[src/design/fspl_pkg.sv]
// ----------------------------------------------------------------------------
// fspl_pkg: shared definitions of the forward speed loop
// Constants, microcode word layout, operation codes and the control program.
// ----------------------------------------------------------------------------
package fspl_pkg;

  // Encoder history: the window spans WINDOW ticks, so WINDOW+1 angles are kept.
  localparam int unsigned WINDOW     = 4;
  localparam int unsigned HIST_DEPTH = WINDOW + 1;

  // Drive saturation, Q8.8 plus or minus 100.0.
  localparam logic signed [15:0] DRIVE_MAX = 16'sd25600;
  localparam logic signed [15:0] DRIVE_MIN = -16'sd25600;

  // Configuration registers.
  localparam int unsigned      CFG_IDX_W       = 2;
  localparam logic [1:0]       CFG_GAIN        = 2'd0;
  localparam logic [1:0]       CFG_SPEED_SCALE = 2'd1;
  localparam logic [15:0]      GAIN_RESET      = 16'd197;
  localparam logic [15:0]      SCALE_RESET     = 16'd1778;

  // Microcode step counter.
  localparam int unsigned PC_W = 4;

  localparam logic [PC_W-1:0] STEP_LOAD   = 4'd0;
  localparam logic [PC_W-1:0] STEP_DIFF_L = 4'd1;
  localparam logic [PC_W-1:0] STEP_DIFF_R = 4'd2;
  localparam logic [PC_W-1:0] STEP_SUM    = 4'd3;
  localparam logic [PC_W-1:0] STEP_MUL_SC = 4'd4;
  localparam logic [PC_W-1:0] STEP_ERR    = 4'd5;
  localparam logic [PC_W-1:0] STEP_MUL_GN = 4'd6;
  localparam logic [PC_W-1:0] STEP_ROUND  = 4'd7;
  localparam logic [PC_W-1:0] STEP_DRIVE  = 4'd8;

  typedef enum logic [3:0] {
    OP_NOP       = 4'd0,
    OP_LOAD      = 4'd1,
    OP_DIFF_L    = 4'd2,
    OP_DIFF_R    = 4'd3,
    OP_SUM       = 4'd4,
    OP_MUL_SCALE = 4'd5,
    OP_ERR       = 4'd6,
    OP_MUL_GAIN  = 4'd7,
    OP_ROUND     = 4'd8,
    OP_DRIVE     = 4'd9
  } op_e;

  typedef enum logic [1:0] {
    COND_ALWAYS   = 2'd0,
    COND_IN_VALID = 2'd1,
    COND_OUT_FREE = 2'd2
  } cond_e;

  typedef struct packed {
    op_e             op;
    cond_e           cond;
    logic            jump;
    logic [PC_W-1:0] dest;
  } uword_t;

  // Control program. A step whose condition is not met holds its place;
  // otherwise it advances, or jumps to dest when jump is set.
  function automatic uword_t ucode_rom(input logic [PC_W-1:0] pc);
    uword_t w;
    w = '{op: OP_NOP, cond: COND_ALWAYS, jump: 1'b1, dest: STEP_LOAD};
    case (pc)
      STEP_LOAD:   w = '{op: OP_LOAD,      cond: COND_IN_VALID, jump: 1'b0, dest: STEP_LOAD};
      STEP_DIFF_L: w = '{op: OP_DIFF_L,    cond: COND_ALWAYS,   jump: 1'b0, dest: STEP_LOAD};
      STEP_DIFF_R: w = '{op: OP_DIFF_R,    cond: COND_ALWAYS,   jump: 1'b0, dest: STEP_LOAD};
      STEP_SUM:    w = '{op: OP_SUM,       cond: COND_ALWAYS,   jump: 1'b0, dest: STEP_LOAD};
      STEP_MUL_SC: w = '{op: OP_MUL_SCALE, cond: COND_ALWAYS,   jump: 1'b0, dest: STEP_LOAD};
      STEP_ERR:    w = '{op: OP_ERR,       cond: COND_ALWAYS,   jump: 1'b0, dest: STEP_LOAD};
      STEP_MUL_GN: w = '{op: OP_MUL_GAIN,  cond: COND_ALWAYS,   jump: 1'b0, dest: STEP_LOAD};
      STEP_ROUND:  w = '{op: OP_ROUND,     cond: COND_ALWAYS,   jump: 1'b0, dest: STEP_LOAD};
      STEP_DRIVE:  w = '{op: OP_DRIVE,     cond: COND_OUT_FREE, jump: 1'b1, dest: STEP_LOAD};
      default:     w = '{op: OP_NOP,       cond: COND_ALWAYS,   jump: 1'b1, dest: STEP_LOAD};
    endcase
    return w;
  endfunction

endpackage

[src/design/forward_speed_pi_loop.sv]
// ----------------------------------------------------------------------------
// forward_speed_pi_loop: incremental proportional forward speed controller
// Microcoded sequencer over a shared multiply and add datapath.
// ----------------------------------------------------------------------------
// Each item is one control tick: a target speed (Q8.8) and the left and right
// wheel encoder angles. The block keeps the last WINDOW+1 angles of each
// wheel, measures speed as the summed angle change over WINDOW ticks times
// speed_scale, and adds gain times the speed error to a running drive value,
// clamped to plus or minus 100.0. A new target reloads the drive value first.
// The program has nine steps. The load step takes the item, and the eight
// steps after it compute the update, the last of them writing the result to
// the output register. The steps share a single multiplier, and the block
// takes no new item until the last step has run for the current one. A
// result waiting in the output register does not hold off the next item,
// but the last step waits while the previous result is still stalled.
// Configuration writes should only be made while idle.
module forward_speed_pi_loop (
  input  logic                             clk_i,
  input  logic                             rst_ni,
  // configuration
  input  logic                             cfg_we_i,
  input  logic [fspl_pkg::CFG_IDX_W-1:0]   cfg_idx_i,
  input  logic [15:0]                      cfg_data_i,
  // input items
  input  logic                             in_valid_i,
  output logic                             in_stall_o,
  input  logic signed [15:0]               target_speed_i,
  input  logic signed [31:0]               left_count_i,
  input  logic signed [31:0]               right_count_i,
  // result items
  output logic                             out_valid_o,
  input  logic                             out_stall_i,
  output logic signed [15:0]               drive_o
);
  import fspl_pkg::*;

  // Configuration registers.
  logic [15:0] gain_q, scale_q;

  // Sequencer.
  logic [PC_W-1:0] pc_q, pc_d;
  uword_t          uw;
  logic            cond_ok;
  op_e             dp_op;

  // Controller state.
  logic signed [31:0] left_hist_q  [HIST_DEPTH];
  logic signed [31:0] right_hist_q [HIST_DEPTH];
  logic signed [15:0] held_q;
  logic signed [15:0] drive_q;
  logic signed [15:0] target_q;

  // Output register.
  logic               out_valid_q;
  logic signed [15:0] out_drive_q;

  logic               in_accept;
  logic               out_free;
  logic               drive_load;
  logic signed [15:0] drive_sat;

  // The current control word is fetched combinationally from the program.
  assign uw = ucode_rom(pc_q);

  // Input is taken only at the load step; the output slot counts as free
  // when empty or being drained in this cycle.
  assign in_stall_o = (uw.cond != COND_IN_VALID);
  assign in_accept  = in_valid_i && !in_stall_o;
  assign out_free   = !out_valid_q || !out_stall_i;

  always_comb begin
    case (uw.cond)
      COND_ALWAYS:   cond_ok = 1'b1;
      COND_IN_VALID: cond_ok = in_valid_i;
      COND_OUT_FREE: cond_ok = out_free;
      default:       cond_ok = 1'b1;
    endcase
  end

  // A step that is not ready holds its place; otherwise it advances or jumps.
  always_comb begin
    if (!cond_ok) begin
      pc_d = pc_q;
    end else if (uw.jump) begin
      pc_d = uw.dest;
    end else begin
      pc_d = pc_q + 1'b1;
    end
  end

  assign dp_op      = cond_ok ? uw.op : OP_NOP;
  assign drive_load = (dp_op == OP_DRIVE);

  always_ff @(posedge clk_i or negedge rst_ni) begin
    if (!rst_ni) begin
      pc_q <= STEP_LOAD;
    end else begin
      pc_q <= pc_d;
    end
  end

  // Configuration port; indexes beyond the two registers are ignored.
  always_ff @(posedge clk_i or negedge rst_ni) begin
    if (!rst_ni) begin
      gain_q  <= GAIN_RESET;
      scale_q <= SCALE_RESET;
    end else if (cfg_we_i) begin
      if (cfg_idx_i == CFG_GAIN) begin
        gain_q <= cfg_data_i;
      end
      if (cfg_idx_i == CFG_SPEED_SCALE) begin
        scale_q <= cfg_data_i;
      end
    end
  end

  // Encoder histories shift on every accepted item, newest at entry zero.
  always_ff @(posedge clk_i or negedge rst_ni) begin
    if (!rst_ni) begin
      for (int i = 0; i < HIST_DEPTH; i++) begin
        left_hist_q[i]  <= '0;
        right_hist_q[i] <= '0;
      end
    end else if (in_accept) begin
      left_hist_q[0]  <= left_count_i;
      right_hist_q[0] <= right_count_i;
      for (int i = 1; i < HIST_DEPTH; i++) begin
        left_hist_q[i]  <= left_hist_q[i-1];
        right_hist_q[i] <= right_hist_q[i-1];
      end
    end
  end

  always_ff @(posedge clk_i) begin
    if (in_accept) begin
      target_q <= target_speed_i;
    end
  end

  // A changed target reloads the running drive value; the last step of the
  // program writes back the clamped update.
  always_ff @(posedge clk_i or negedge rst_ni) begin
    if (!rst_ni) begin
      held_q  <= '0;
      drive_q <= '0;
    end else if (in_accept) begin
      if (target_speed_i != held_q) begin
        held_q  <= target_speed_i;
        drive_q <= target_speed_i;
      end
    end else if (drive_load) begin
      drive_q <= drive_sat;
    end
  end

  always_ff @(posedge clk_i or negedge rst_ni) begin
    if (!rst_ni) begin
      out_valid_q <= 1'b0;
    end else if (drive_load) begin
      out_valid_q <= 1'b1;
    end else if (!out_stall_i) begin
      out_valid_q <= 1'b0;
    end
  end

  always_ff @(posedge clk_i) begin
    if (drive_load) begin
      out_drive_q <= drive_sat;
    end
  end

  assign out_valid_o = out_valid_q;
  assign drive_o     = out_drive_q;

  fspl_dp u_dp (
    .clk_i       (clk_i),
    .op_i        (dp_op),
    .left_new_i  (left_hist_q[0]),
    .left_old_i  (left_hist_q[WINDOW]),
    .right_new_i (right_hist_q[0]),
    .right_old_i (right_hist_q[WINDOW]),
    .target_i    (target_q),
    .drive_i     (drive_q),
    .gain_i      (gain_q),
    .scale_i     (scale_q),
    .drive_sat_o (drive_sat)
  );

  // Only one item is in flight: an accepted item moves the program off the
  // load step.
  assert property (@(posedge clk_i) disable iff (!rst_ni)
    in_accept |=> (pc_q == STEP_DIFF_L))
    else $error("sequencer did not start after an accepted item");

  // The step counter never leaves the program.
  assert property (@(posedge clk_i) disable iff (!rst_ni)
    pc_q <= STEP_DRIVE)
    else $error("step counter outside the control program");

  // A finished drive update always shows up as a valid result.
  assert property (@(posedge clk_i) disable iff (!rst_ni)
    drive_load |=> (out_valid_o && (drive_o == drive_q)))
    else $error("result register not loaded with the new drive value");

  // The written-back drive value stays within its limits.
  assert property (@(posedge clk_i) disable iff (!rst_ni)
    drive_load |=> (drive_q <= DRIVE_MAX && drive_q >= DRIVE_MIN))
    else $error("drive value outside saturation limits");

  // The last step never overwrites a result that is still stalled.
  assert property (@(posedge clk_i) disable iff (!rst_ni)
    (out_valid_q && out_stall_i) |-> !drive_load)
    else $error("stalled result overwritten");

endmodule

[src/design/fspl_dp.sv]
// ----------------------------------------------------------------------------
// fspl_dp: arithmetic datapath of the forward speed loop
// Accumulator, difference and product registers around one shared multiplier.
// ----------------------------------------------------------------------------
module fspl_dp (
  input  logic                      clk_i,
  input  fspl_pkg::op_e             op_i,
  input  logic signed [31:0]        left_new_i,
  input  logic signed [31:0]        left_old_i,
  input  logic signed [31:0]        right_new_i,
  input  logic signed [31:0]        right_old_i,
  input  logic signed [15:0]        target_i,
  input  logic signed [15:0]        drive_i,
  input  logic        [15:0]        gain_i,
  input  logic        [15:0]        scale_i,
  output logic signed [15:0]        drive_sat_o
);
  import fspl_pkg::*;

  logic signed [33:0] acc_q, acc_d;
  logic signed [32:0] dif_q, dif_d;
  logic signed [49:0] prod_q, prod_d;

  logic signed [16:0] mul_b;
  logic signed [50:0] mul_p;
  logic signed [50:0] err_full;
  logic signed [31:0] err_sat;
  logic signed [50:0] rnd_sum;
  logic signed [34:0] drv_sum;

  // One multiplier serves both the speed scaling and the gain step.
  assign mul_b = (op_i == OP_MUL_GAIN) ? $signed({1'b0, gain_i}) : $signed({1'b0, scale_i});
  assign mul_p = acc_q * mul_b;

  // Speed error, saturated to the signed 32-bit range.
  assign err_full = $signed({{35{target_i[15]}}, target_i}) - $signed({prod_q[49], prod_q});
  always_comb begin
    if (err_full > 51'sd2147483647) begin
      err_sat = 32'sh7fffffff;
    end else if (err_full < -51'sd2147483648) begin
      err_sat = 32'sh80000000;
    end else begin
      err_sat = err_full[31:0];
    end
  end

  // Round Q8.24 to Q8.8, half up; the bit select is a floor shift.
  assign rnd_sum = $signed({prod_q[49], prod_q}) + 51'sd32768;

  always_comb begin
    acc_d  = acc_q;
    dif_d  = dif_q;
    prod_d = prod_q;
    case (op_i)
      OP_DIFF_L:    acc_d  = {{2{left_new_i[31]}}, left_new_i} - {{2{left_old_i[31]}}, left_old_i};
      OP_DIFF_R:    dif_d  = {right_new_i[31], right_new_i} - {right_old_i[31], right_old_i};
      OP_SUM:       acc_d  = acc_q + {dif_q[32], dif_q};
      OP_MUL_SCALE: prod_d = mul_p[49:0];
      OP_ERR:       acc_d  = {{2{err_sat[31]}}, err_sat};
      OP_MUL_GAIN:  prod_d = mul_p[49:0];
      OP_ROUND:     acc_d  = rnd_sum[49:16];
      default:      acc_d  = acc_q;
    endcase
  end

  always_ff @(posedge clk_i) begin
    acc_q  <= acc_d;
    dif_q  <= dif_d;
    prod_q <= prod_d;
  end

  // New drive value: running value plus increment, clamped.
  assign drv_sum = {{19{drive_i[15]}}, drive_i} + {acc_q[33], acc_q};
  always_comb begin
    if (drv_sum > 35'sd25600) begin
      drive_sat_o = DRIVE_MAX;
    end else if (drv_sum < -35'sd25600) begin
      drive_sat_o = DRIVE_MIN;
    end else begin
      drive_sat_o = drv_sum[15:0];
    end
  end

endmodule
[config.mk]
export PLATFORM = sky130hd
export DESIGN_NAME = forward_speed_pi_loop
export DESIGN_NICKNAME = d
export VERILOG_FILES = /design/src/design/fspl_pkg.sv /design/src/design/forward_speed_pi_loop.sv /design/src/design/fspl_dp.sv
export SDC_FILE = /design/constraint.sdc
export NUM_CORES = 2
export LEC_CHECK = 0
export BUFFER_PORTS_ARGS = -buffer_cell sky130_fd_sc_hd__buf_2
export CAP_MARGIN = 20
export CELL_PAD_IN_SITES_DETAIL_PLACEMENT = 1
export CELL_PAD_IN_SITES_GLOBAL_PLACEMENT = 1
export CORE_MARGIN = 1.5
export CORE_UTILIZATION = 48
export CTS_BUF_LIST = sky130_fd_sc_hd__clkbuf_2 sky130_fd_sc_hd__clkbuf_4 sky130_fd_sc_hd__clkbuf_8
export DETAILED_ROUTE_END_ITERATION = 10
export PLACE_DENSITY_LB_ADDON = 0.1
export SLEW_MARGIN = 20
export SYNTH_ARGS = -nofsm -noshare
export SYNTH_HDL_FRONTEND = slang
export SYNTH_SLANG_ARGS = --single-unit
[constraint.sdc]
create_clock -name clk_i -period 12.3 [get_ports clk_i]
set_input_delay 0.615 -clock clk_i [delete_from_list [all_inputs] [get_ports clk_i]]
set_output_delay 0.615 -clock clk_i [all_outputs]
set_load 0.005 [all_outputs]
==> flow_summary.json <==
{
  "coreArea_um2": 104000,
  "timing.rr.end": "u_dp.prod_q[46]",
  "fmax_ghz": 0.0979,
  "hp-class": "in2reg",
  "cp_max_fo": 34,
  "run_status": "finished clean",
  "r2r_setup_slack_ps": 2090,
  "crit_top_cell": "fa_1",
  "antenna_found_initial": 4,
  "critical_path_class": "reg2reg",
  "gp_congestion": 0.927,
  "clock-sinks": 538,
  "critical_path_cell_count": 29,
  "slowest_delay_ps": 770,
  "synth-edff-count": 149,
  "required_ps": 12790,
  "grt_pass1_wl_um": 249000,
  "cp-end-kind": "register",
  "postCtsSetupBuffers": 0,
  "fillers": 12300,
  "grt_usage_pct": 29.6,
  "drtAntennaViolNets": 0,
  "yosysUniqueCellTypes": 91,
  "slew_violations": 0,
  "vias": 40700,
  "synth_ff_type": "dfrtp_1",
  "htreeDepth": 3,
  "crit_path_end": "u_dp.prod_q[46]",
  "numCtsBuffers": 98,
  "relSlewSlack_pct": 31.8,
  "path_buf_inv": 5,
  "drc_errors": 0,
  "yosysSeqAreaShare_pct": 28.1,
  "cts_buffer_depth": 3,
  "async_flop_share_pct": 72.3,
  "worst_pin_slew_ps": 1020,
  "arrival_ps": 10710,
  "fin_nets": 6782,
  "cts_root_buffer": "clkbuf_8",
  "totalNegativeSetupSlack_ps": 0,
  "clk_pin_slew_ps": 70,
  "cts_tree": "done",
  "maxCapViolCount": 0,
  "synthesis.area_um2": 50600,
  "firstDrtPassIters": 5,
  "clk_latency_ps": 770,
  "cp-startpoint": "pc_q[0]",
  "ios": 121,
  "synth.area.top_cells": "fa_1 (20%), dfrtp_1 (19%), nand2_1 (10%)",
  "grt_pass1_vias": 43900,
  "io_buffers": 120,
  "cpMaxStageDelayCell": "mux2_2",
  "cp-start-kind": "register",
  "synthCells": 5766,
  "syn_avg_cell_area_um2": 8.78,
  "rows": 118,
  "start_util_pct": 48.7,
  "dp_hpwl_um": 121000,
  "setup-violations-final": 0,
  "die_area_um2": 107000,
  "grt_overflow": 0,
  "crit_family": "adder cells",
  "fp.dieH_um": 328,
  "rsz0062_at_grt": "false",
  "drtIter0Drc": 2384,
  "yosysTopAreaCellShare_pct": 20.4,
  "drt-total-wl_um": 155000,
  "rr_startpoint": "pc_q[0]",
  "finalHoldViolations": 0,
  "r2r_cells": 29,
  "via_per_inst": 5.56,
  "synth_nets": 6690,
  "yosys-top-cells-count": "nand2_1 (1352), inv_1 (827), fa_1 (517)",
  "synthToLayoutAreaGrowth_pct": 9.04,
  "wl_per_cell_um": 21.2,
  "final.min_clock_period_ps": 10210,
  "grt_max_degree": 155,
  "synth.largest_area_cell": "fa_1",
  "cts_resized": 0,
  "yosys_warnings": 0,
  "yosysMostFrequentCell": "nand2_1",
  "fin_skew_ps": 49.4,
  "drive_gt1_share_pct": 8.13,
  "die_w_um": 328,
  "min_period_over_period_pct": 83.0,
  "ys_seq_elements": 538
}
sequential cells by signal, indices dropped and copies added (netlist names), 33 cells and up:
signal        cells
u_dp.prod_q      50
u_dp.acc_q       34
u_dp.dif_q       33
left_hist_q     160
right_hist_q    160
logic make-up (layout without fill, tap and decap cells):
group           count (synthesis)  count (layout)  share of synthesized area, %
xor+xnor                      227             227                          3.93
compound gates                943             943                          12.2
flops                         538             538                          28.1
simple gates                 2114            2114                          18.5
other cells                     0               2                             0
fa+ha+maj                     821             821                          27.9
buf+inv                      1058            1223                          7.89
mux                            65              65                          1.41
final cells by class:
type / instances / area (µm²) / share of cell area [%]
clock inverter: 29 / 354 / 0.641
sequential: 538 / 14200 / 25.8
timing repair buffer: 221 / 1470 / 2.67
multi-input combinational: 4170 / 32500 / 58.9
tap: 1380 / 1730 / 3.13
antenna: 2 / 5.00 / 0.00906
clock buffer: 144 / 1780 / 3.23
inverter: 829 / 3120 / 5.65
worst min path at each step:
stage                      startpoint               end  slack (ps)  cells past startpoint
floorplan                      rst_ni        drive_q[0]         320                      0
global placement      left_hist_q[96]   left_hist_q[64]         450                      2
detailed placement  right_hist_q[118]  right_hist_q[86]         450                      2
CTS                  left_count_i[30]  left_hist_q[158]        0.07                      3
global route         left_count_i[30]  left_hist_q[158]          30                      3
finish               left_count_i[30]  left_hist_q[158]          60                      3
placed cells by master (no fill, tap or decap), drive strengths merged, types with 39 or more instances in the layout:
master,instances
fa,517
nand2b,43
nor2b,190
ha,304
buf,192
edfxtp,149
o211ai,46
and2,63
nor2,170
xnor2,169
nor3,56
a21oi,237
o21ai,234
mux2,51
inv,838
o21a,39
a21o,96
clkbuf,144
xor2,58
nand2,1352
nand3,54
nand4,45
dfrtp,378
and3,41
through the flow:
| stage | utilization, % | hold WS [ps] | setup WS [ps] | instance area (µm²) | std cells |
|---|---|---|---|---|---|
| finish | 53.1 | 62.3 | 2090 | 55200 | 7313 |
| floorplan | - | 319 | 3500 | 50600 | 5766 |
| global route | 53.1 | 29.9 | 1420 | 55200 | 7312 |
| global placement | 50.7 | 446 | 2380 | 52800 | 7108 |
| CTS | 53.0 | 0.0749 | 2130 | 55200 | 7310 |
| detailed placement | 50.7 | 453 | 2170 | 52800 | 7108 |
tightest hold or removal path: stages:
cell	delay, ps
buf_2	70
nand2_1	40
nand2_1	50
routing by layer:
layer	up-vias	global-route usage [%]	wire length (µm)
met3	241	3.89	7170
met4	2	9.11	4820
met1	20700	40.2	69200
met5	-	0	11
li1	18900	-	-
met2	837	49.3	74200
what timing repair did:
| action | in CTS | in global routing |
|---|---|---|
| hold buffers | 29 | 0 |
| endpoints found under the setup margin | 0 | 0 |
| hold endpoints to repair | 105 | 0 |
Power is not shown: default switching activity piles up to over one toggle a cycle in this logic, so the estimate is an artifact.
